**src/hdl/lr_pkg.sv**
```systemverilog
package lr_pkg;

   // widest coordinate the queue entry carries
   localparam int COORD_MAX = 16;

   // register and field widths
   localparam int CLIP_W     = 12;
   localparam int STRIDE_W   = 15;
   localparam int COLOR_W    = 24;
   localparam int OFFSET_W   = 26;
   localparam int CSR_ADDR_W = 4;
   localparam int CSR_DATA_W = 32;

   // front to back queue
   localparam int QUEUE_DEPTH = 4;

   // register reset values
   localparam logic [CLIP_W-1:0]   CLIP_WIDTH_RST  = CLIP_W'(1020);
   localparam logic [CLIP_W-1:0]   CLIP_HEIGHT_RST = CLIP_W'(969);
   localparam logic [STRIDE_W-1:0] STRIDE_RST      = STRIDE_W'(4096);
   localparam logic [COLOR_W-1:0]  COLOR_RST       = COLOR_W'(24'hFFFFFF);

   typedef enum logic {
      OP_LOAD = 1'b0,
      OP_TICK = 1'b1
   } op_type;

   typedef enum logic [1:0] {
      REG_CLIP_WIDTH  = 2'd0,
      REG_CLIP_HEIGHT = 2'd1,
      REG_STRIDE      = 2'd2,
      REG_COLOR       = 2'd3
   } reg_type;

   // classified transaction as it waits in the queue
   typedef struct packed {
      op_type                       op;
      logic                         y_major;
      logic                         minor_neg;
      logic signed [COORD_MAX-1:0]  start_x;
      logic signed [COORD_MAX-1:0]  start_y;
      logic signed [COORD_MAX-1:0]  major_end;
      logic [COORD_MAX:0]           delta_major;
      logic [COORD_MAX:0]           delta_minor_abs;
   } entry_type;

   // configuration seen by the back end
   typedef struct packed {
      logic [CLIP_W-1:0]   clip_width;
      logic [CLIP_W-1:0]   clip_height;
      logic [STRIDE_W-1:0] stride;
      logic [COLOR_W-1:0]  color;
   } csr_type;

endpackage

```
**src/hdl/lr_front.sv**
```systemverilog
module lr_front
   import lr_pkg::*;
#(
   parameter int COORD_BITS = 12
) (
   input  logic                         operation,
   input  logic signed [COORD_BITS-1:0] start_x,
   input  logic signed [COORD_BITS-1:0] start_y,
   input  logic signed [COORD_BITS-1:0] end_x,
   input  logic signed [COORD_BITS-1:0] end_y,
   output entry_type                    entry
);

   localparam int DW = COORD_BITS + 1;

   logic signed [DW-1:0] ax;
   logic signed [DW-1:0] ay;
   logic signed [DW-1:0] bx;
   logic signed [DW-1:0] by;
   logic signed [DW-1:0] dx;
   logic signed [DW-1:0] dy;
   logic signed [DW-1:0] adx;
   logic signed [DW-1:0] ady;
   logic signed [DW-1:0] dmin_raw;
   logic                 y_major;
   logic                 swap;

   // deltas, major axis choice and endpoint ordering
   always_comb begin
      ax = DW'(start_x);
      ay = DW'(start_y);
      bx = DW'(end_x);
      by = DW'(end_y);
      dx = bx - ax;
      dy = by - ay;
      adx = dx[DW-1] ? -dx : dx;
      ady = dy[DW-1] ? -dy : dy;
      y_major = !(ady < adx);
      swap = y_major ? (ay > by) : (ax > bx);
      dmin_raw = y_major ? dx : dy;

      entry.op = op_type'(operation);
      entry.y_major = y_major;
      entry.minor_neg = swap ? (!dmin_raw[DW-1] && (dmin_raw != '0)) : dmin_raw[DW-1];
      entry.start_x = COORD_MAX'(swap ? end_x : start_x);
      entry.start_y = COORD_MAX'(swap ? end_y : start_y);
      entry.major_end = y_major ? COORD_MAX'(swap ? start_y : end_y)
                                : COORD_MAX'(swap ? start_x : end_x);
      entry.delta_major = (COORD_MAX + 1)'(y_major ? ady : adx);
      entry.delta_minor_abs = (COORD_MAX + 1)'(y_major ? adx : ady);
   end

endmodule

```
**src/hdl/lr_queue.sv**
```systemverilog
module lr_queue
   import lr_pkg::*;
(
   input  logic      clock,
   input  logic      reset,
   input  logic      push,
   input  entry_type wr_entry,
   input  logic      pop,
   output entry_type rd_entry,
   output logic      full,
   output logic      not_empty
);

   localparam int PTR_W = $clog2(QUEUE_DEPTH);
   localparam int CNT_W = $clog2(QUEUE_DEPTH + 1);

   entry_type        slot_ff [QUEUE_DEPTH];
   logic [PTR_W-1:0] wr_ptr_ff;
   logic [PTR_W-1:0] wr_ptr_in;
   logic [PTR_W-1:0] rd_ptr_ff;
   logic [PTR_W-1:0] rd_ptr_in;
   logic [CNT_W-1:0] count_ff;
   logic [CNT_W-1:0] count_in;

   assign full      = (count_ff == CNT_W'(QUEUE_DEPTH));
   assign not_empty = (count_ff != '0);
   assign rd_entry  = slot_ff[rd_ptr_ff];

   // pointer and fill count
   always_comb begin
      wr_ptr_in = push ? wr_ptr_ff + 1'b1 : wr_ptr_ff;
      rd_ptr_in = pop ? rd_ptr_ff + 1'b1 : rd_ptr_ff;
      count_in  = count_ff;
      if (push && !pop) begin
         count_in = count_ff + 1'b1;
      end else if (pop && !push) begin
         count_in = count_ff - 1'b1;
      end
   end

   always_ff @(posedge clock) begin
      if (reset) begin
         wr_ptr_ff <= '0;
         rd_ptr_ff <= '0;
         count_ff  <= '0;
      end else begin
         wr_ptr_ff <= wr_ptr_in;
         rd_ptr_ff <= rd_ptr_in;
         count_ff  <= count_in;
      end
   end

   // entry storage
   always_ff @(posedge clock) begin
      if (push) begin
         slot_ff[wr_ptr_ff] <= wr_entry;
      end
   end

   // no pop from an empty queue
   a_pop_nonempty: assert property (@(posedge clock) disable iff (reset)
      pop |-> (count_ff != '0))
      else $error("queue popped while empty");

   // fill count stays within depth
   a_count_bound: assert property (@(posedge clock) disable iff (reset)
      push && full |=> (count_ff <= CNT_W'(QUEUE_DEPTH)))
      else $error("queue overflow");

endmodule

```
**src/hdl/lr_back.sv**
```systemverilog
module lr_back
   import lr_pkg::*;
#(
   parameter int COORD_BITS      = 12,
   parameter int BYTES_PER_PIXEL = 4
) (
   input  logic                         clock,
   input  logic                         reset,
   input  entry_type                    entry,
   input  logic                         q_not_empty,
   output logic                         pop,
   input  csr_type                      csr,
   output logic                         rsp_valid,
   input  logic                         rsp_stall,
   output logic signed [COORD_BITS-1:0] rsp_pixel_x,
   output logic signed [COORD_BITS-1:0] rsp_pixel_y,
   output logic                         rsp_visible,
   output logic [OFFSET_W-1:0]          rsp_byte_offset,
   output logic [COLOR_W-1:0]           rsp_color,
   output logic                         rsp_last_pixel
);

   localparam int C     = COORD_BITS;
   localparam int EW    = COORD_BITS + 4;
   localparam int CMP_W = ((COORD_BITS > CLIP_W) ? COORD_BITS : CLIP_W) + 1;
   localparam int MUL_W = COORD_BITS + STRIDE_W;
   localparam int SUM_W = ((MUL_W + 1) > OFFSET_W) ? (MUL_W + 1) : OFFSET_W;

   // stepping state
   logic                 busy_ff, busy_in;
   logic                 y_major_ff, y_major_in;
   logic                 minor_neg_ff, minor_neg_in;
   logic signed [C-1:0]  cur_x_ff, cur_x_in;
   logic signed [C-1:0]  cur_y_ff, cur_y_in;
   logic signed [C-1:0]  major_end_ff, major_end_in;
   logic signed [EW-1:0] err_ff, err_in;
   logic signed [EW-1:0] err_up_ff, err_up_in;
   logic signed [EW-1:0] err_dn_ff, err_dn_in;

   // pixel stage
   logic                 a_valid_ff, a_valid_in;
   logic signed [C-1:0]  a_x_ff, a_x_in;
   logic signed [C-1:0]  a_y_ff, a_y_in;
   logic                 a_vis_ff, a_vis_in;
   logic                 a_last_ff, a_last_in;

   // output stage
   logic                 rsp_valid_ff, rsp_valid_in;
   logic signed [C-1:0]  rsp_x_ff, rsp_x_in;
   logic signed [C-1:0]  rsp_y_ff, rsp_y_in;
   logic                 rsp_vis_ff, rsp_vis_in;
   logic [OFFSET_W-1:0]  rsp_off_ff, rsp_off_in;
   logic [COLOR_W-1:0]   rsp_color_ff, rsp_color_in;
   logic                 rsp_last_ff, rsp_last_in;

   logic                 advance;
   logic                 a_free;
   logic                 tick_fire;
   logic                 load_fire;
   logic signed [C-1:0]  cur_major;
   logic signed [C:0]    major_next;
   logic                 is_last;
   logic                 err_pos;
   logic                 vis;
   logic signed [EW-1:0] dmaj2;
   logic signed [EW-1:0] dmin2;
   logic signed [EW-1:0] dmin_ext;
   logic signed [EW-1:0] dmaj_ext;
   logic [MUL_W-1:0]     prod_y;
   logic [MUL_W-1:0]     prod_x;
   logic [SUM_W-1:0]     off_sum;

   // pipeline flow
   assign advance   = !rsp_valid_ff || !rsp_stall;
   assign a_free    = !a_valid_ff || advance;
   assign pop       = q_not_empty && a_free;
   assign tick_fire = pop && (entry.op == OP_TICK) && busy_ff;
   assign load_fire = pop && (entry.op == OP_LOAD);

   // current pixel, end test and visibility
   always_comb begin
      cur_major  = y_major_ff ? cur_y_ff : cur_x_ff;
      major_next = (C + 1)'(cur_major) + (C + 1)'(1);
      is_last    = (major_next == (C + 1)'(major_end_ff));
      err_pos    = !err_ff[EW-1] && (err_ff != '0);
      vis = !cur_x_ff[C-1] && !cur_y_ff[C-1]
         && (CMP_W'($unsigned(cur_x_ff)) < CMP_W'(csr.clip_width))
         && (CMP_W'($unsigned(cur_y_ff)) < CMP_W'(csr.clip_height));
   end

   // error term setup from the load
   always_comb begin
      dmaj_ext = EW'(entry.delta_major[C:0]);
      dmin_ext = EW'(entry.delta_minor_abs[C:0]);
      dmaj2    = {dmaj_ext[EW-2:0], 1'b0};
      dmin2    = {dmin_ext[EW-2:0], 1'b0};
   end

   // stepping state update
   always_comb begin
      busy_in      = busy_ff;
      y_major_in   = y_major_ff;
      minor_neg_in = minor_neg_ff;
      cur_x_in     = cur_x_ff;
      cur_y_in     = cur_y_ff;
      major_end_in = major_end_ff;
      err_in       = err_ff;
      err_up_in    = err_up_ff;
      err_dn_in    = err_dn_ff;
      if (load_fire) begin
         busy_in      = (entry.delta_major != '0);
         y_major_in   = entry.y_major;
         minor_neg_in = entry.minor_neg;
         cur_x_in     = entry.start_x[C-1:0];
         cur_y_in     = entry.start_y[C-1:0];
         major_end_in = entry.major_end[C-1:0];
         err_in       = dmin2 - dmaj_ext;
         err_up_in    = dmin2 - dmaj2;
         err_dn_in    = dmin2;
      end else if (tick_fire) begin
         err_in = err_ff + (err_pos ? err_up_ff : err_dn_ff);
         if (y_major_ff) begin
            cur_y_in = cur_y_ff + 1'b1;
            if (err_pos) begin
               cur_x_in = minor_neg_ff ? cur_x_ff - 1'b1 : cur_x_ff + 1'b1;
            end
         end else begin
            cur_x_in = cur_x_ff + 1'b1;
            if (err_pos) begin
               cur_y_in = minor_neg_ff ? cur_y_ff - 1'b1 : cur_y_ff + 1'b1;
            end
         end
         busy_in = !is_last;
      end
   end

   // pixel stage load
   always_comb begin
      a_valid_in = a_valid_ff;
      a_x_in     = a_x_ff;
      a_y_in     = a_y_ff;
      a_vis_in   = a_vis_ff;
      a_last_in  = a_last_ff;
      if (a_free) begin
         a_valid_in = tick_fire;
         a_x_in     = cur_x_ff;
         a_y_in     = cur_y_ff;
         a_vis_in   = vis;
         a_last_in  = is_last;
      end
   end

   // framebuffer offset and output stage load
   always_comb begin
      prod_y  = MUL_W'($unsigned(a_y_ff)) * MUL_W'(csr.stride);
      prod_x  = MUL_W'($unsigned(a_x_ff)) * MUL_W'(BYTES_PER_PIXEL);
      off_sum = SUM_W'(prod_y) + SUM_W'(prod_x);

      rsp_valid_in = rsp_valid_ff;
      rsp_x_in     = rsp_x_ff;
      rsp_y_in     = rsp_y_ff;
      rsp_vis_in   = rsp_vis_ff;
      rsp_off_in   = rsp_off_ff;
      rsp_color_in = rsp_color_ff;
      rsp_last_in  = rsp_last_ff;
      if (advance) begin
         rsp_valid_in = a_valid_ff;
         rsp_x_in     = a_x_ff;
         rsp_y_in     = a_y_ff;
         rsp_vis_in   = a_vis_ff;
         rsp_off_in   = a_vis_ff ? off_sum[OFFSET_W-1:0] : '0;
         rsp_color_in = csr.color;
         rsp_last_in  = a_last_ff;
      end
   end

   // control registers
   always_ff @(posedge clock) begin
      if (reset) begin
         busy_ff      <= 1'b0;
         a_valid_ff   <= 1'b0;
         rsp_valid_ff <= 1'b0;
      end else begin
         busy_ff      <= busy_in;
         a_valid_ff   <= a_valid_in;
         rsp_valid_ff <= rsp_valid_in;
      end
   end

   // data registers
   always_ff @(posedge clock) begin
      y_major_ff   <= y_major_in;
      minor_neg_ff <= minor_neg_in;
      cur_x_ff     <= cur_x_in;
      cur_y_ff     <= cur_y_in;
      major_end_ff <= major_end_in;
      err_ff       <= err_in;
      err_up_ff    <= err_up_in;
      err_dn_ff    <= err_dn_in;
      a_x_ff       <= a_x_in;
      a_y_ff       <= a_y_in;
      a_vis_ff     <= a_vis_in;
      a_last_ff    <= a_last_in;
      rsp_x_ff     <= rsp_x_in;
      rsp_y_ff     <= rsp_y_in;
      rsp_vis_ff   <= rsp_vis_in;
      rsp_off_ff   <= rsp_off_in;
      rsp_color_ff <= rsp_color_in;
      rsp_last_ff  <= rsp_last_in;
   end

   assign rsp_valid       = rsp_valid_ff;
   assign rsp_pixel_x     = rsp_x_ff;
   assign rsp_pixel_y     = rsp_y_ff;
   assign rsp_visible     = rsp_vis_ff;
   assign rsp_byte_offset = rsp_off_ff;
   assign rsp_color       = rsp_color_ff;
   assign rsp_last_pixel  = rsp_last_ff;

   // a tick on an active segment always yields a pixel
   a_tick_emits: assert property (@(posedge clock) disable iff (reset)
      tick_fire |=> a_valid_ff)
      else $error("tick on active segment lost its pixel");

   // a zero-length load leaves the stepper idle
   a_zero_len_idle: assert property (@(posedge clock) disable iff (reset)
      load_fire && (entry.delta_major == '0) |=> !busy_ff)
      else $error("zero-length segment left stepper busy");

   // a pixel that moves forward reaches the output register
   a_pixel_reaches_out: assert property (@(posedge clock) disable iff (reset)
      a_valid_ff && advance |=> rsp_valid_ff)
      else $error("pixel dropped between stages");

endmodule

```
**src/hdl/line_rasterizer_top.sv**
```systemverilog
// line rasterizer: load and tick transactions in, one pixel transaction out per active tick
// a tick transaction passes the queue, the pixel stage and the output stage before rsp_valid shows its pixel
// throughput: 1 transaction per cycle while rsp_stall is low, set by the single add on the error term per step
// a 4-entry queue separates the classifying front end from the stepping back end
// reset (synchronous, active high) empties the queue and pipeline, idles the stepper
// and returns the configuration registers to their defaults
module line_rasterizer_top
   import lr_pkg::*;
#(
   parameter int COORD_BITS      = 12,
   parameter int BYTES_PER_PIXEL = 4
) (
   input  logic                         clock,
   input  logic                         reset,
   input  logic                         req_valid,
   output logic                         req_stall,
   input  logic                         req_operation,
   input  logic signed [COORD_BITS-1:0] req_start_x,
   input  logic signed [COORD_BITS-1:0] req_start_y,
   input  logic signed [COORD_BITS-1:0] req_end_x,
   input  logic signed [COORD_BITS-1:0] req_end_y,
   output logic                         rsp_valid,
   input  logic                         rsp_stall,
   output logic signed [COORD_BITS-1:0] rsp_pixel_x,
   output logic signed [COORD_BITS-1:0] rsp_pixel_y,
   output logic                         rsp_visible,
   output logic [OFFSET_W-1:0]          rsp_byte_offset,
   output logic [COLOR_W-1:0]           rsp_color,
   output logic                         rsp_last_pixel,
   input  logic                         psel,
   input  logic                         penable,
   input  logic                         pwrite,
   input  logic [CSR_ADDR_W-1:0]        paddr,
   input  logic [CSR_DATA_W-1:0]        pwdata,
   output logic [CSR_DATA_W-1:0]        prdata,
   output logic                         pready
);

   csr_type   csr_ff;
   csr_type   csr_in;
   reg_type   reg_sel;
   logic      csr_write;
   entry_type front_entry;
   entry_type queue_entry;
   logic      q_full;
   logic      q_not_empty;
   logic      q_push;
   logic      q_pop;

   // configuration register writes
   assign reg_sel   = reg_type'(paddr[3:2]);
   assign csr_write = psel && penable && pwrite;
   assign pready    = 1'b1;

   always_comb begin
      csr_in = csr_ff;
      if (csr_write) begin
         case (reg_sel)
            REG_CLIP_WIDTH:  csr_in.clip_width  = pwdata[CLIP_W-1:0];
            REG_CLIP_HEIGHT: csr_in.clip_height = pwdata[CLIP_W-1:0];
            REG_STRIDE:      csr_in.stride      = pwdata[STRIDE_W-1:0];
            REG_COLOR:       csr_in.color       = pwdata[COLOR_W-1:0];
            default:         csr_in = csr_ff;
         endcase
      end
   end

   always_ff @(posedge clock) begin
      if (reset) begin
         csr_ff.clip_width  <= CLIP_WIDTH_RST;
         csr_ff.clip_height <= CLIP_HEIGHT_RST;
         csr_ff.stride      <= STRIDE_RST;
         csr_ff.color       <= COLOR_RST;
      end else begin
         csr_ff <= csr_in;
      end
   end

   // configuration register reads
   always_comb begin
      case (reg_sel)
         REG_CLIP_WIDTH:  prdata = CSR_DATA_W'(csr_ff.clip_width);
         REG_CLIP_HEIGHT: prdata = CSR_DATA_W'(csr_ff.clip_height);
         REG_STRIDE:      prdata = CSR_DATA_W'(csr_ff.stride);
         REG_COLOR:       prdata = CSR_DATA_W'(csr_ff.color);
         default:         prdata = '0;
      endcase
   end

   // front end: classify and enqueue
   assign req_stall = q_full;
   assign q_push    = req_valid && !q_full;

   lr_front #(
      .COORD_BITS (COORD_BITS)
   ) u_front (
      .operation (req_operation),
      .start_x   (req_start_x),
      .start_y   (req_start_y),
      .end_x     (req_end_x),
      .end_y     (req_end_y),
      .entry     (front_entry)
   );

   lr_queue u_queue (
      .clock     (clock),
      .reset     (reset),
      .push      (q_push),
      .wr_entry  (front_entry),
      .pop       (q_pop),
      .rd_entry  (queue_entry),
      .full      (q_full),
      .not_empty (q_not_empty)
   );

   // back end: step the segment and emit pixels
   lr_back #(
      .COORD_BITS      (COORD_BITS),
      .BYTES_PER_PIXEL (BYTES_PER_PIXEL)
   ) u_back (
      .clock           (clock),
      .reset           (reset),
      .entry           (queue_entry),
      .q_not_empty     (q_not_empty),
      .pop             (q_pop),
      .csr             (csr_ff),
      .rsp_valid       (rsp_valid),
      .rsp_stall       (rsp_stall),
      .rsp_pixel_x     (rsp_pixel_x),
      .rsp_pixel_y     (rsp_pixel_y),
      .rsp_visible     (rsp_visible),
      .rsp_byte_offset (rsp_byte_offset),
      .rsp_color       (rsp_color),
      .rsp_last_pixel  (rsp_last_pixel)
   );

endmodule
```
**config.mk**
```make
export PLATFORM = sky130hd
export DESIGN_NAME = line_rasterizer_top
export DESIGN_NICKNAME = d
export VERILOG_FILES = /design/src/hdl/lr_pkg.sv /design/src/hdl/lr_front.sv /design/src/hdl/lr_queue.sv /design/src/hdl/lr_back.sv /design/src/hdl/line_rasterizer_top.sv
export SDC_FILE = /design/constraint.sdc
export NUM_CORES = 1
export LEC_CHECK = 0
export BUFFER_PORTS_ARGS = -buffer_cell sky130_fd_sc_hd__buf_2
export CORE_ASPECT_RATIO = 1.5
export CORE_MARGIN = 1.5
export CORE_UTILIZATION = 30
export CTS_CLUSTER_SIZE = 16
export DETAILED_ROUTE_END_ITERATION = 8
export GPL_TIMING_DRIVEN = 0
export SLEW_MARGIN = 5
export SYNTH_ARGS = -nofsm -noshare
export SYNTH_HDL_FRONTEND = slang
export SYNTH_SLANG_ARGS = --single-unit
```
**constraint.sdc**
```tcl
create_clock -name clock -period 16.4 [get_ports clock]
set_input_delay 1.64 -clock clock [delete_from_list [all_inputs] [get_ports clock]]
set_output_delay 1.64 -clock clock [all_outputs]
set_load 0.02 [all_outputs]
```
# [Word level (Yosys, flattened, before mapping)]
# Memories as Yosys holds them, arrays and structs flattened. A register that Yosys moved wholly into a read port is not among the register bits.
# Cells that the tools add are included.
[op_classes] div_mod_pow=0 n_reduce_logical=42 bitwise_logic=1 shifts=0 eq_ne=6 mux=35 add_sub_neg=17 multipliers=1 order_cmp=5
[op_table] cell="$mux W12" count=11
[op_table] cell="$mux W16" count=8
[op_table] cell="$pmux W32 S4" count=1
[op_table] cell="$mux W13" count=3
[op_table] cell="$mux W17" count=2
[op_table] cell="$add A26 B14 Y26" count=1
[op_table] cell="$mul A12 B15 Y26" count=1
[op_table] cell="$neg A13 Y13" count=2
[op_table] cell="$sub A12 B12 Y13" count=2
[op_table] cell="$add A12 B1 Y12 const B" count=2
[op_table] cell="$gt A12 B12 Y1" count=2
[op_table] cell="$lt A12 B12 Y1" count=2
[op_table] cell="$sub A12 B1 Y12 const B" count=2
[op_table] cell="$reduce_bool A17 Y1" count=1
[op_table] cell="$add A16 B16 Y16" count=1
[op_table] cell="$reduce_bool A16 Y1" count=1
[op_table] cell="$sub A14 B13 Y15" count=1
[op_table] cell="$sub A14 B14 Y15" count=1
[op_table] cell="$logic_and A1 B1 Y1" count=14
[op_table] cell="$add A12 B2 Y13 const B" count=1
[op_table] cell="$eq A13 B12 Y1" count=1
[op_table] cell="$lt A13 B13 Y1" count=1
[op_table] cell="$reduce_bool A13 Y1" count=1
[op_table] cell="$logic_not A1 Y1" count=12
[op_table] cell="16 further kinds" count=33
[totals] latch_bits=0 ram_bits=340 wordCells=136 n_memories=1 reg_bits=258 romBits=0
[memory_table] name="u_queue.slot_ff" depth=4 word_bits=85 read_ports=1 rd_ports_with_merged_regs=1 write_ports=1 line_no="lr_queue.sv:17" rtl="entry_type slot_ff [QUEUE_DEPTH];"

# [Longest topological paths before layout]
# Gate-level depths: netlist of the first run.
[logic_depth] word_depth=8 ltp_mapped=24 ltp_nobuf=21

# [Modules after synthesis]
# A second synthesis of the first run with hierarchy kept.
[unflattened] cells_unflattened=2838 hier_area_um2=35323.9
[by_module_without_submodules] module="lr_back" area_each_um2=15976.6 cells_per_inst=1549 seq_area_each_um2=5555.3 n_inst=1
[by_module_without_submodules] module="lr_queue" area_each_um2=12749.7 cells_per_inst=488 seq_area_each_um2=10390.0 n_inst=1
[by_module_without_submodules] module="lr_front" area_each_um2=3539.6 cells_per_inst=502 seq_area_each_um2=0.0 n_inst=1
[by_module_without_submodules] module="line_rasterizer_top" area_each_um2=3057.9 cells_per_inst=299 seq_area_each_um2=1261.2 n_inst=1

# [Worst setup path after synthesis of the first run]
# OpenSTA, ideal clock, no wires.
[synth_path] kind="in2reg" startpoint="input port req_end_y[0]" endpoint="memory u_queue.slot_ff[0][69] (netlist name), data pin" setup_ps=285 setup_slack_ps=10295 path_buffers=2 stages=21 t_arrival_ps=5820 cell_sequence="inv_1 > ha_1 > fa_1 > nand2b_1 > a21oi_1 > o2bb2ai_1 > o21bai_1 > xnor2_1 > or4_1 > or3_4 > inv_1 > ha_1 > a21oi_1 > o21ai_0 > a31o_2 > mux2i_1 > mux2_2 > buf_2 > buf_2 > nand2_1 > o21ai_0"
[synth_rtl] item="start, declared" line_no="line_rasterizer_top.sv:21" rtl="input logic signed [COORD_BITS-1:0] req_end_y,"
[synth_rtl] item="end, declared" line_no="lr_queue.sv:17"

==> flow_summary.html, run 1 <==
<table>
<tr><th>Metric</th><th>Value</th></tr>
<tr><th colspan="2">Yosys</th></tr>
<tr><td>Post-synth EDFFs</td><td>443</td></tr>
<tr><td>Most used DFF post-synth</td><td>sky130_fd_sc_hd__edfxtp_1</td></tr>
<tr><td>Share of Yosys cell area claimed by the top area cell type</td><td>0.432</td></tr>
<tr><td>Mapped Avg Cell Area</td><td>12.0 um2</td></tr>
<tr><td>Leading area contributor after synthesis</td><td>sky130_fd_sc_hd__edfxtp_1</td></tr>
<tr><td>Post-synthesis instance total</td><td>2564</td></tr>
<tr><td>FF+latch count, synth</td><td>518</td></tr>
<tr><td>Most repeated cell in the gate-level netlist after synthesis</td><td>sky130_fd_sc_hd__edfxtp_1</td></tr>
<tr><td>Yosys warns</td><td>0</td></tr>
<tr><td>Post-Synthesis Cell Area</td><td>0.0308 mm2</td></tr>
<tr><td>Register area share after synthesis</td><td>0.481</td></tr>
<tr><td>FFs w/ async S/R, synth</td><td>0</td></tr>
<tr><td>Count of cell types in the netlist</td><td>74</td></tr>
<tr><td>Cell types occupying the most area after synthesis</td><td>sky130_fd_sc_hd__edfxtp_1 (43%), sky130_fd_sc_hd__fa_1 (9.6%), sky130_fd_sc_hd__ha_1 (7.0%), sky130_fd_sc_hd__mux4_2 (5.6%), sky130_fd_sc_hd__dfxtp_1 (4.9%)</td></tr>
<tr><td>Synth top cells by count</td><td>sky130_fd_sc_hd__edfxtp_1 (443), sky130_fd_sc_hd__nand2_1 (302), sky130_fd_sc_hd__inv_1 (245), sky130_fd_sc_hd__ha_1 (172), sky130_fd_sc_hd__fa_1 (148)</td></tr>
<tr><th colspan="2">Cells and area</th></tr>
<tr><td>Final core occ</td><td>0.348</td></tr>
<tr><td>Number of antenna diodes</td><td>0</td></tr>
<tr><td>Summed area of non-filler cells in the final layout</td><td>between 0.03 and 0.04 mm2</td></tr>
<tr><td>Number of nets in the finished design</td><td>roughly 3.2k</td></tr>
<tr><td>Layout cell share with drive strength beyond 1</td><td>0.147</td></tr>
<tr><td>Area Overhead vs Synth</td><td>14.7%</td></tr>
<tr><th colspan="2">Global routing</th></tr>
<tr><td>Via count of the first global-routing pass</td><td>21.1k</td></tr>
<tr><td>Congestion Overflow GR</td><td>0</td></tr>
<tr><td>Total routing resource utilization after global routing</td><td>0.156</td></tr>
<tr><td>Pin count of the biggest net entering global routing</td><td>51</td></tr>
<tr><td>Number of antenna violations at the first check in global routing</td><td>8</td></tr>
<tr><td>Global-route wire length before repair</td><td>124000 um</td></tr>
<tr><th colspan="2">Clocking</th></tr>
<tr><td>Number of H-tree levels</td><td>2</td></tr>
<tr><td>Buffer type at the clock tree root</td><td>sky130_fd_sc_hd__clkbuf_16</td></tr>
<tr><td>Total number of clock tree sinks</td><td>518</td></tr>
<tr><td>Clock transition at the register clock pins on the worst setup and hold paths after CTS</td><td>60 ps</td></tr>
<tr><td>Total setup buffers inserted after CTS</td><td>0</td></tr>
<tr><td>Clock tree from TritonCTS</td><td>done</td></tr>
<tr><td>Total clock buffers created by CTS</td><td>53</td></tr>
<tr><td>Max Buffers Root-to-Sink</td><td>3</td></tr>
<tr><td>Post-CTS Resized</td><td>0</td></tr>
<tr><td>Hold buffers post-CTS</td><td>0</td></tr>
<tr><td>Later-pin clock latency in the skew report</td><td>630 ps</td></tr>
<tr><th colspan="2">Timing</th></tr>
<tr><td>Hold Fails Final Rpt</td><td>0</td></tr>
<tr><td>Worst-case headroom to the max-slew limit</td><td>0.173</td></tr>
<tr><td>Transition time at the pin with the least slew margin</td><td>1240 ps</td></tr>
<tr><td>Worst clock skew</td><td>27.9 ps</td></tr>
<tr><td>Final sum of negative setup slack</td><td>0 ps</td></tr>
<tr><td>Fmax</td><td>142 MHz</td></tr>
<tr><td>Post-layout min period</td><td>between 7000 and 8000 ps</td></tr>
<tr><td>Final setup violation count</td><td>0</td></tr>
<tr><td>Final-report max-slew violation count</td><td>0</td></tr>
<tr><td>Share of the cycle needed by the critical path after routing</td><td>0.431</td></tr>
<tr><td>Unrepaired setup endpoints after global routing</td><td>no</td></tr>
<tr><th colspan="2">Route</th></tr>
<tr><td>Mean number of vias per cell</td><td>4.86</td></tr>
<tr><td>Detailed-route wire length per cell</td><td>~20 um</td></tr>
<tr><td>Wire length after detailed routing</td><td>82100 um</td></tr>
<tr><td>Number of nets with antenna violations after detailed routing</td><td>0</td></tr>
<tr><td>Router iterations before antenna repair</td><td>5</td></tr>
<tr><td>Vias post-DR</td><td>20.2k</td></tr>
<tr><td>Post-route DRC</td><td>0</td></tr>
<tr><td>Initial DRC Count</td><td>1161</td></tr>
<tr><th colspan="2">Place</th></tr>
<tr><td>Port-buffer cells</td><td>182</td></tr>
<tr><td>Area after detailed placement</td><td>about 0.034 mm2</td></tr>
<tr><td>GP Congestion</td><td>~0.9</td></tr>
<tr><td>Detailed placer's ending HPWL</td><td>65100 um</td></tr>
<tr><th colspan="2">Worst setup path</th></tr>
<tr><td>Cells on worst reg2reg path</td><td>20</td></tr>
<tr><td>Reg2Reg Capture Point</td><td>u_back.rsp_byte_offset[25]</td></tr>
<tr><td>Worst setup path class</td><td>in -&gt; reg</td></tr>
<tr><td>WP data required</td><td>around 17000 ps</td></tr>
<tr><td>Slowest library cell on the worst path</td><td>sky130_fd_sc_hd__o21ai_0</td></tr>
<tr><td>Slowest cell delay on critical path</td><td>about 750 ps</td></tr>
<tr><td>Largest fanout on the critical path</td><td>10</td></tr>
<tr><td>Slack of the worst reg-to-reg path</td><td>9570 ps</td></tr>
<tr><td>Endpoint arrival time on the critical path</td><td>~7400 ps</td></tr>
<tr><td>Critical register-to-register path startpoint</td><td>u_back.a_y_ff[1]</td></tr>
<tr><td>Endpoint type of the worst setup path</td><td>flip-flop</td></tr>
<tr><td>Cell-by-cell trace of the critical path</td><td>buf_2 -&gt; inv_1 -&gt; ha_1 -&gt; fa_1 -&gt; nor2b_1 -&gt; o31ai_1 -&gt; a21oi_1 -&gt; nor2_1 -&gt; xnor2_1 -&gt; nand2_1 -&gt; nor4b_1 -&gt; nand3_1 -&gt; ha_1 -&gt; nand4_1 -&gt; nor2_1 -&gt; a31o_2 -&gt; nor2_2 -&gt; mux2i_1 -&gt; mux2_2 -&gt; clkbuf_1 -&gt; o21ai_0</td></tr>
<tr><td>Worst Setup Start Kind</td><td>input port</td></tr>
<tr><th colspan="2">Worst hold path</th></tr>
<tr><td>Hold worst-path end</td><td>u_back.rsp_last_pixel</td></tr>
<tr><td>Cell count of the worst hold path</td><td>0</td></tr>
<tr><td>Hold Crit Class</td><td>reg -&gt; reg</td></tr>
<tr><td>Start point of the worst min-delay path</td><td>u_back.a_last_ff</td></tr>
<tr><th colspan="2">Power</th></tr>
<tr><td>Highest ir drop seen on vdd</td><td>~0.10 mV</td></tr>
<tr><td>Leakage power total</td><td>0.0136 uW</td></tr>
<tr><td>Pwr/cell area</td><td>180 mW/mm2</td></tr>
<tr><th colspan="2">Floorplan</th></tr>
<tr><td>Effective utilization at floorplan</td><td>0.303</td></tr>
<tr><td>I/O pin count</td><td>203</td></tr>
<tr><td>Chip Height</td><td>between 300 and 400 um</td></tr>
<tr><td>Horizontal die dimension</td><td>between 200 and 300 um</td></tr>
<tr><td>CORE AREA</td><td>about 0.10 mm2</td></tr>
<tr><td>Area of the die</td><td>0.105 mm2</td></tr>
<tr><td>Core Rows</td><td>143</td></tr>
<tr><th colspan="2">Outcome</th></tr>
<tr><td>Outcome</td><td>finished clean</td></tr>
<tr><th colspan="2">Run</th></tr>
<tr><td>Max-capacitance violation count</td><td>0</td></tr>
</table>
[cell type report]
type,instances,area (um2)
plain buffers,113,474
clock buffers,56,1340
clock inverters,43,428
fillers,10002,66200
inverters,247,927
multi-input cells,1693,14600
flip-flops and latches,518,14800
well taps,1305,1630
repair buffers,189,1080
[worst max path at each step]
stage,from,end
finish,req_end_x[0],u_queue.slot_ff[2][67]
global route,u_back.a_y_ff[7],u_back.rsp_byte_offset[24]
CTS,req_end_x[0],u_queue.slot_ff[2][67]
detailed placement,req_end_x[0],u_queue.slot_ff[2][67]
global placement,req_end_x[0],u_queue.slot_ff[0][67]
floorplan,req_end_y[0],u_queue.slot_ff[0][69]
[power breakdown]
group | internal [uW] | total (uW) | switching [uW]
logic | 1120 | 2870 | 1750
clock network | 683 | 1230 | 542
registers | 2010 | 2240 | 233
total | 3810 | 6340 | 2520
[metal layers]
layer / GRT usage / share of wire / vias to the layer above
met3: 0.0174 / 0.038 / 155
li1: - / - / 9567
met2: 0.299 / 0.53 / 506
met1: 0.173 / 0.38 / 10017
met4: 0.0671 / 0.044 / 2
met5: 0 / 0.00015 / -
[flip-flops by register name, summed over array words and instances (netlist names), 2 cells and up, named ones only]
| signal | cells |
|---|---|
| u_back.rsp_pixel_x | 12 |
| u_back.a_y_ff | 12 |
| u_back.err_up_ff | 14 |
| u_back.cur_y_ff | 12 |
| u_queue.count_ff | 3 |
| u_back.err_dn_ff | 13 |
| csr_ff | 63 |
| u_queue.slot_ff | 260 |
| u_back.major_end_ff | 12 |
| u_back.rsp_byte_offset | 26 |
| u_back.rsp_pixel_y | 12 |
| u_back.a_x_ff | 12 |
| u_back.err_ff | 16 |
| u_queue.rd_ptr_ff | 2 |
| u_back.rsp_color | 24 |
| u_back.cur_x_ff | 12 |
| u_queue.wr_ptr_ff | 2 |
[cell families (layout without fill, tap and decap cells)]
family,Yosys count,count (layout),share of synthesized area
fa+ha+maj,320,320,0.166
simple gates,682,682,0.103
flops,518,518,0.481
buf+inv,360,648,0.0455
compound gates,368,368,0.0753
mux,183,183,0.0916
xor+xnor,131,131,0.0373
other cells,2,9,0.000244
[worst max-delay path: cells and delay by family]
| family | cells | cell delay [ps] |
|---|---|---|
| multiplexers | 2 | 930 |
| AND/OR/NAND/NOR | 8 | 1620 |
| AO/OA/AOI/OAI | 4 | 1260 |
| buffers and inverters | 3 | 450 |
| adder cells (fa/ha/maj) | 3 | 1070 |
| XOR/XNOR | 1 | 370 |
[per-stage QoR]
| stage | instances | power [uW] | setup WS (ps) | hold WS, ps |
|---|---|---|---|---|
| after CTS | 4164 | 6410 | 9430 | 425 |
| final | 4164 | 6340 | 9340 | 424 |
| after global placement | 4058 | 5090 | 8900 | 411 |
| after global routing | 4164 | 6800 | 9090 | 439 |
| after detailed placement | 4065 | 5170 | 8790 | 410 |
| after floorplan | 2571 | 4260 | 10290 | 400 |
[layout by cell type (no fill, tap or decap), types with 10 or more instances in the layout]
| master | netlist | routed |
|---|---|---|
| sky130_fd_sc_hd__clkinv_1 | 2 | 14 |
| sky130_fd_sc_hd__or3_1 | 10 | 10 |
| sky130_fd_sc_hd__nand3_1 | 39 | 38 |
| sky130_fd_sc_hd__o211ai_1 | 17 | 17 |
| sky130_fd_sc_hd__mux2i_1 | 87 | 87 |
| sky130_fd_sc_hd__o21a_1 | 13 | 13 |
| sky130_fd_sc_hd__nand2_1 | 302 | 301 |
| sky130_fd_sc_hd__a21o_1 | 24 | 24 |
| sky130_fd_sc_hd__fa_1 | 148 | 148 |
| sky130_fd_sc_hd__a21oi_1 | 102 | 101 |
| sky130_fd_sc_hd__clkbuf_1 | 88 | 90 |
| sky130_fd_sc_hd__edfxtp_1 | 443 | 443 |
| sky130_fd_sc_hd__ha_1 | 172 | 172 |
| sky130_fd_sc_hd__nor2_1 | 121 | 121 |
| sky130_fd_sc_hd__a31oi_1 | 15 | 15 |
| sky130_fd_sc_hd__nor2b_1 | 19 | 19 |
| sky130_fd_sc_hd__mux2_2 | 19 | 19 |
| sky130_fd_sc_hd__buf_2 | 12 | 194 |
| sky130_fd_sc_hd__and3_1 | 15 | 15 |
| sky130_fd_sc_hd__nor4_1 | 10 | 10 |
| sky130_fd_sc_hd__nor3_1 | 36 | 36 |
| sky130_fd_sc_hd__inv_1 | 245 | 245 |
| sky130_fd_sc_hd__a211oi_1 | 14 | 14 |
| sky130_fd_sc_hd__o21ai_0 | 99 | 99 |
| sky130_fd_sc_hd__xor2_1 | 64 | 64 |
| sky130_fd_sc_hd__xnor2_1 | 67 | 67 |
| sky130_fd_sc_hd__nand2b_1 | 17 | 17 |
| sky130_fd_sc_hd__o21bai_1 | 13 | 13 |
| sky130_fd_sc_hd__and2_1 | 78 | 74 |
| sky130_fd_sc_hd__mux4_2 | 77 | 77 |
| sky130_fd_sc_hd__o31ai_1 | 11 | 11 |
| sky130_fd_sc_hd__clkbuf_16 | 0 | 53 |
| sky130_fd_sc_hd__dfxtp_1 | 75 | 75 |
No activity file was read; power rests on OpenSTA's default activity.
==> run 2, diff against run 1 <==
clock period = 7 ns   (was 16.4 ns; I/O delays follow)
==> flow_summary.html, run 2 (synthesis results as in run 1) <==
<table>
<tr><th>Metric</th><th>Value</th></tr>
<tr><th colspan="2">Clocking</th></tr>
<tr><td>Later-pin clock latency in the skew report</td><td>630 ps</td></tr>
<tr><td>Buffer type at the clock tree root</td><td>sky130_fd_sc_hd__clkbuf_16</td></tr>
<tr><td>Number of H-tree levels</td><td>2</td></tr>
<tr><td>Max Buffers Root-to-Sink</td><td>3</td></tr>
<tr><td>Clock transition at the register clock pins on the worst setup and hold paths after CTS</td><td>60 ps</td></tr>
<tr><td>Total number of clock tree sinks</td><td>518</td></tr>
<tr><td>Clock tree from TritonCTS</td><td>done</td></tr>
<tr><td>Total clock buffers created by CTS</td><td>53</td></tr>
<tr><th colspan="2">Timing</th></tr>
<tr><td>Share of the cycle needed by the critical path after routing</td><td>0.934</td></tr>
<tr><td>Final-report max-slew violation count</td><td>0</td></tr>
<tr><td>Worst-case headroom to the max-slew limit</td><td>0.211</td></tr>
<tr><td>Worst clock skew</td><td>28.3 ps</td></tr>
<tr><td>Unrepaired setup endpoints after global routing</td><td>no</td></tr>
<tr><td>Post-layout min period</td><td>6540 ps</td></tr>
<tr><td>Final setup violation count</td><td>0</td></tr>
<tr><td>Final sum of negative setup slack</td><td>0 ps</td></tr>
<tr><td>Transition time at the pin with the least slew margin</td><td>1180 ps</td></tr>
<tr><td>Hold Fails Final Rpt</td><td>0</td></tr>
<tr><td>Fmax</td><td>153 MHz</td></tr>
<tr><th colspan="2">Power</th></tr>
<tr><td>Switching part of the total</td><td>0.398</td></tr>
<tr><td>Part of the power in the clock network</td><td>0.193</td></tr>
<tr><td>Leakage power total</td><td>approximately 0.014 uW</td></tr>
<tr><td>Psw</td><td>a little under 6000 uW</td></tr>
<tr><td>Highest ir drop seen on vdd</td><td>0.235 mV</td></tr>
<tr><td>Comb power frac</td><td>0.455</td></tr>
<tr><td>Internal power component</td><td>8950 uW</td></tr>
<tr><td>Reg power frac</td><td>0.352</td></tr>
<tr><td>Pwr/cell area</td><td>between 400 and 500 mW/mm2</td></tr>
<tr><td>Total design power</td><td>around 15000 uW</td></tr>
<tr><th colspan="2">Route</th></tr>
<tr><td>Mean number of vias per cell</td><td>4.89</td></tr>
<tr><td>Routed met1 length</td><td>between 30000 and 40000 um</td></tr>
<tr><td>Post-route DRC</td><td>0</td></tr>
<tr><td>Initial DRC Count</td><td>1137</td></tr>
<tr><td>Vias post-DR</td><td>between 20k and 25k</td></tr>
<tr><td>Number of nets with antenna violations after detailed routing</td><td>0</td></tr>
<tr><td>Wire length after detailed routing</td><td>82200 um</td></tr>
<tr><td>Detailed-route wire length per cell</td><td>~20 um</td></tr>
<tr><td>Router iterations before antenna repair</td><td>5</td></tr>
<tr><td>Sum of met3 wire segment lengths after detailed routing</td><td>3280 um</td></tr>
<tr><td>Highest routed layer</td><td>met5</td></tr>
<tr><td>Detailed route wirelength on metal2</td><td>43900 um</td></tr>
<tr><th colspan="2">Cells and area</th></tr>
<tr><td>Filler Cell Count</td><td>9996</td></tr>
<tr><td>Commonest non-fill, non-tap cell in the layout</td><td>sky130_fd_sc_hd__edfxtp_1</td></tr>
<tr><td>Non-filler cells in the finished layout</td><td>approximately 4.2k</td></tr>
<tr><td>Area Overhead vs Synth</td><td>14.9%</td></tr>
<tr><td>Layout cell share with drive strength beyond 1</td><td>0.152</td></tr>
<tr><td>Max FFs per register</td><td>between 200 and 300</td></tr>
<tr><td>Biggest register</td><td>u_queue.slot_ff</td></tr>
<tr><td>Number of nets in the finished design</td><td>roughly 3.2k</td></tr>
<tr><td>Summed area of non-filler cells in the final layout</td><td>0.0353 mm2</td></tr>
<tr><td>Number of antenna diodes</td><td>0</td></tr>
<tr><td>Commonest cells after routing, fill and taps aside</td><td>sky130_fd_sc_hd__edfxtp_1 (443), sky130_fd_sc_hd__nand2_1 (301), sky130_fd_sc_hd__inv_1 (245)</td></tr>
<tr><th colspan="2">Worst setup path</th></tr>
<tr><td>Worst setup path class</td><td>reg -&gt; reg</td></tr>
<tr><td>Endpoint type of the worst setup path</td><td>flip-flop</td></tr>
<tr><td>Worst Setup Start Kind</td><td>flip-flop</td></tr>
<tr><td>Endpoint arrival time on the critical path</td><td>around 7000 ps</td></tr>
<tr><td>WP data required</td><td>7480 ps</td></tr>
<tr><td>Cells on worst reg2reg path</td><td>20</td></tr>
<tr><td>Largest fanout on the critical path</td><td>10</td></tr>
<tr><th colspan="2">Worst hold path</th></tr>
<tr><td>Hold Crit Class</td><td>in -&gt; reg</td></tr>
<tr><td>Cell count of the worst hold path</td><td>3</td></tr>
<tr><th colspan="2">Place</th></tr>
<tr><td>Detailed placer's ending HPWL</td><td>about 65000 um</td></tr>
<tr><td>Area after detailed placement</td><td>between 0.03 and 0.04 mm2</td></tr>
<tr><td>GP Congestion</td><td>0.912</td></tr>
<tr><td>Placed Cells incl. Taps</td><td>4065</td></tr>
<tr><td>Port-buffer cells</td><td>182</td></tr>
<tr><th colspan="2">Global routing</th></tr>
<tr><td>Total routing resource utilization after global routing</td><td>0.156</td></tr>
<tr><td>Number of antenna violations at the first check in global routing</td><td>8</td></tr>
<tr><td>Global-route wire length before repair</td><td>124000 um</td></tr>
<tr><td>Pin count of the biggest net entering global routing</td><td>51</td></tr>
<tr><td>Congestion Overflow GR</td><td>0</td></tr>
<tr><td>Via count of the first global-routing pass</td><td>21.1k</td></tr>
<tr><th colspan="2">Floorplan</th></tr>
<tr><td>CORE AREA</td><td>approximately 0.10 mm2</td></tr>
<tr><td>Core Rows</td><td>143</td></tr>
<tr><td>Effective utilization at floorplan</td><td>0.303</td></tr>
<tr><td>Area of the die</td><td>0.105 mm2</td></tr>
<tr><td>I/O pin count</td><td>203</td></tr>
<tr><td>Horizontal die dimension</td><td>264 um</td></tr>
<tr><td>Chip Height</td><td>between 300 and 400 um</td></tr>
<tr><th colspan="2">Outcome</th></tr>
<tr><td>Outcome</td><td>finished clean</td></tr>
<tr><th colspan="2">Run</th></tr>
<tr><td>Max-capacitance violation count</td><td>0</td></tr>
</table>
[run 2: worst paths after layout]
| path | from | to | slack, ps |
|---|---|---|---|
| worst max-delay path | u_back.a_y_ff[5] | u_back.rsp_byte_offset[24] | 460 |
| worst min-delay path | pwdata[21] | csr_ff[21] | 290 |
| worst max register to register | u_back.a_y_ff[5] | u_back.rsp_byte_offset[24] | 460 |
| worst min register to register | u_back.a_last_ff | u_back.rsp_last_pixel | 420 |
[run 2: routing by layer]
layer,GRT usage,vias to the layer above
li1,-,9579
met1,0.173,10095
met2,0.298,530
met3,0.0174,159
met4,0.0673,2
met5,0,-
[run 2: through the flow]
| step | hold WS (ps) | setup slack, ps | utilization |
|---|---|---|---|
| CTS | 251 | 118 | 0.348 |
| detailed placement | 410 | 142 | 0.331 |
| global route | 269 | 59.1 | 0.348 |
| floorplan | 400 | 1330 | - |
| global placement | 411 | 174 | 0.329 |
| finish | 291 | 463 | 0.348 |
[run 2: power by group through the flow]
stage	logic [uW]	registers (uW)	clock network, uW
floorplan	4810	5170	0
detailed placement	6780	5330	0
global placement	6600	5340	0
CTS	6810	5260	2950
global route	7580	5310	3060
finish	6770	5240	2870
[run 2: worst max-delay path, stage by stage (launching register included)]
cell	delay, ps
sky130_fd_sc_hd__edfxtp_1	710
sky130_fd_sc_hd__clkbuf_2	370
sky130_fd_sc_hd__nand2_1	110
sky130_fd_sc_hd__fa_1	490
sky130_fd_sc_hd__fa_1	510
sky130_fd_sc_hd__inv_1	60
sky130_fd_sc_hd__fa_1	530
sky130_fd_sc_hd__inv_1	50
sky130_fd_sc_hd__fa_1	480
sky130_fd_sc_hd__inv_1	50
sky130_fd_sc_hd__fa_1	440
sky130_fd_sc_hd__ha_1	350
sky130_fd_sc_hd__a211oi_1	340
sky130_fd_sc_hd__o211ai_1	290
sky130_fd_sc_hd__a221oi_2	380
sky130_fd_sc_hd__a21oi_1	160
sky130_fd_sc_hd__a31oi_1	260
sky130_fd_sc_hd__a21boi_0	210
sky130_fd_sc_hd__a21o_1	210
sky130_fd_sc_hd__a21oi_1	180
sky130_fd_sc_hd__mux2i_1	200
[run 2: layout make-up]
type	instances	area [um2]	share of cell area
multi-input combinational	1693	14600	0.414
buffer	113	488	0.0138
clock buffer	56	1340	0.0378
timing repair buffer	191	1090	0.0309
inverter	247	927	0.0262
tap	1305	1630	0.0462
clock inverter	43	428	0.0121
sequential	518	14800	0.419
[run 2: what timing repair did]
action,4_1_cts,5_1_grt
setup buffers,0,2
endpoints found under the setup margin,0,4
hold buffers,0,0
resized for setup,0,24
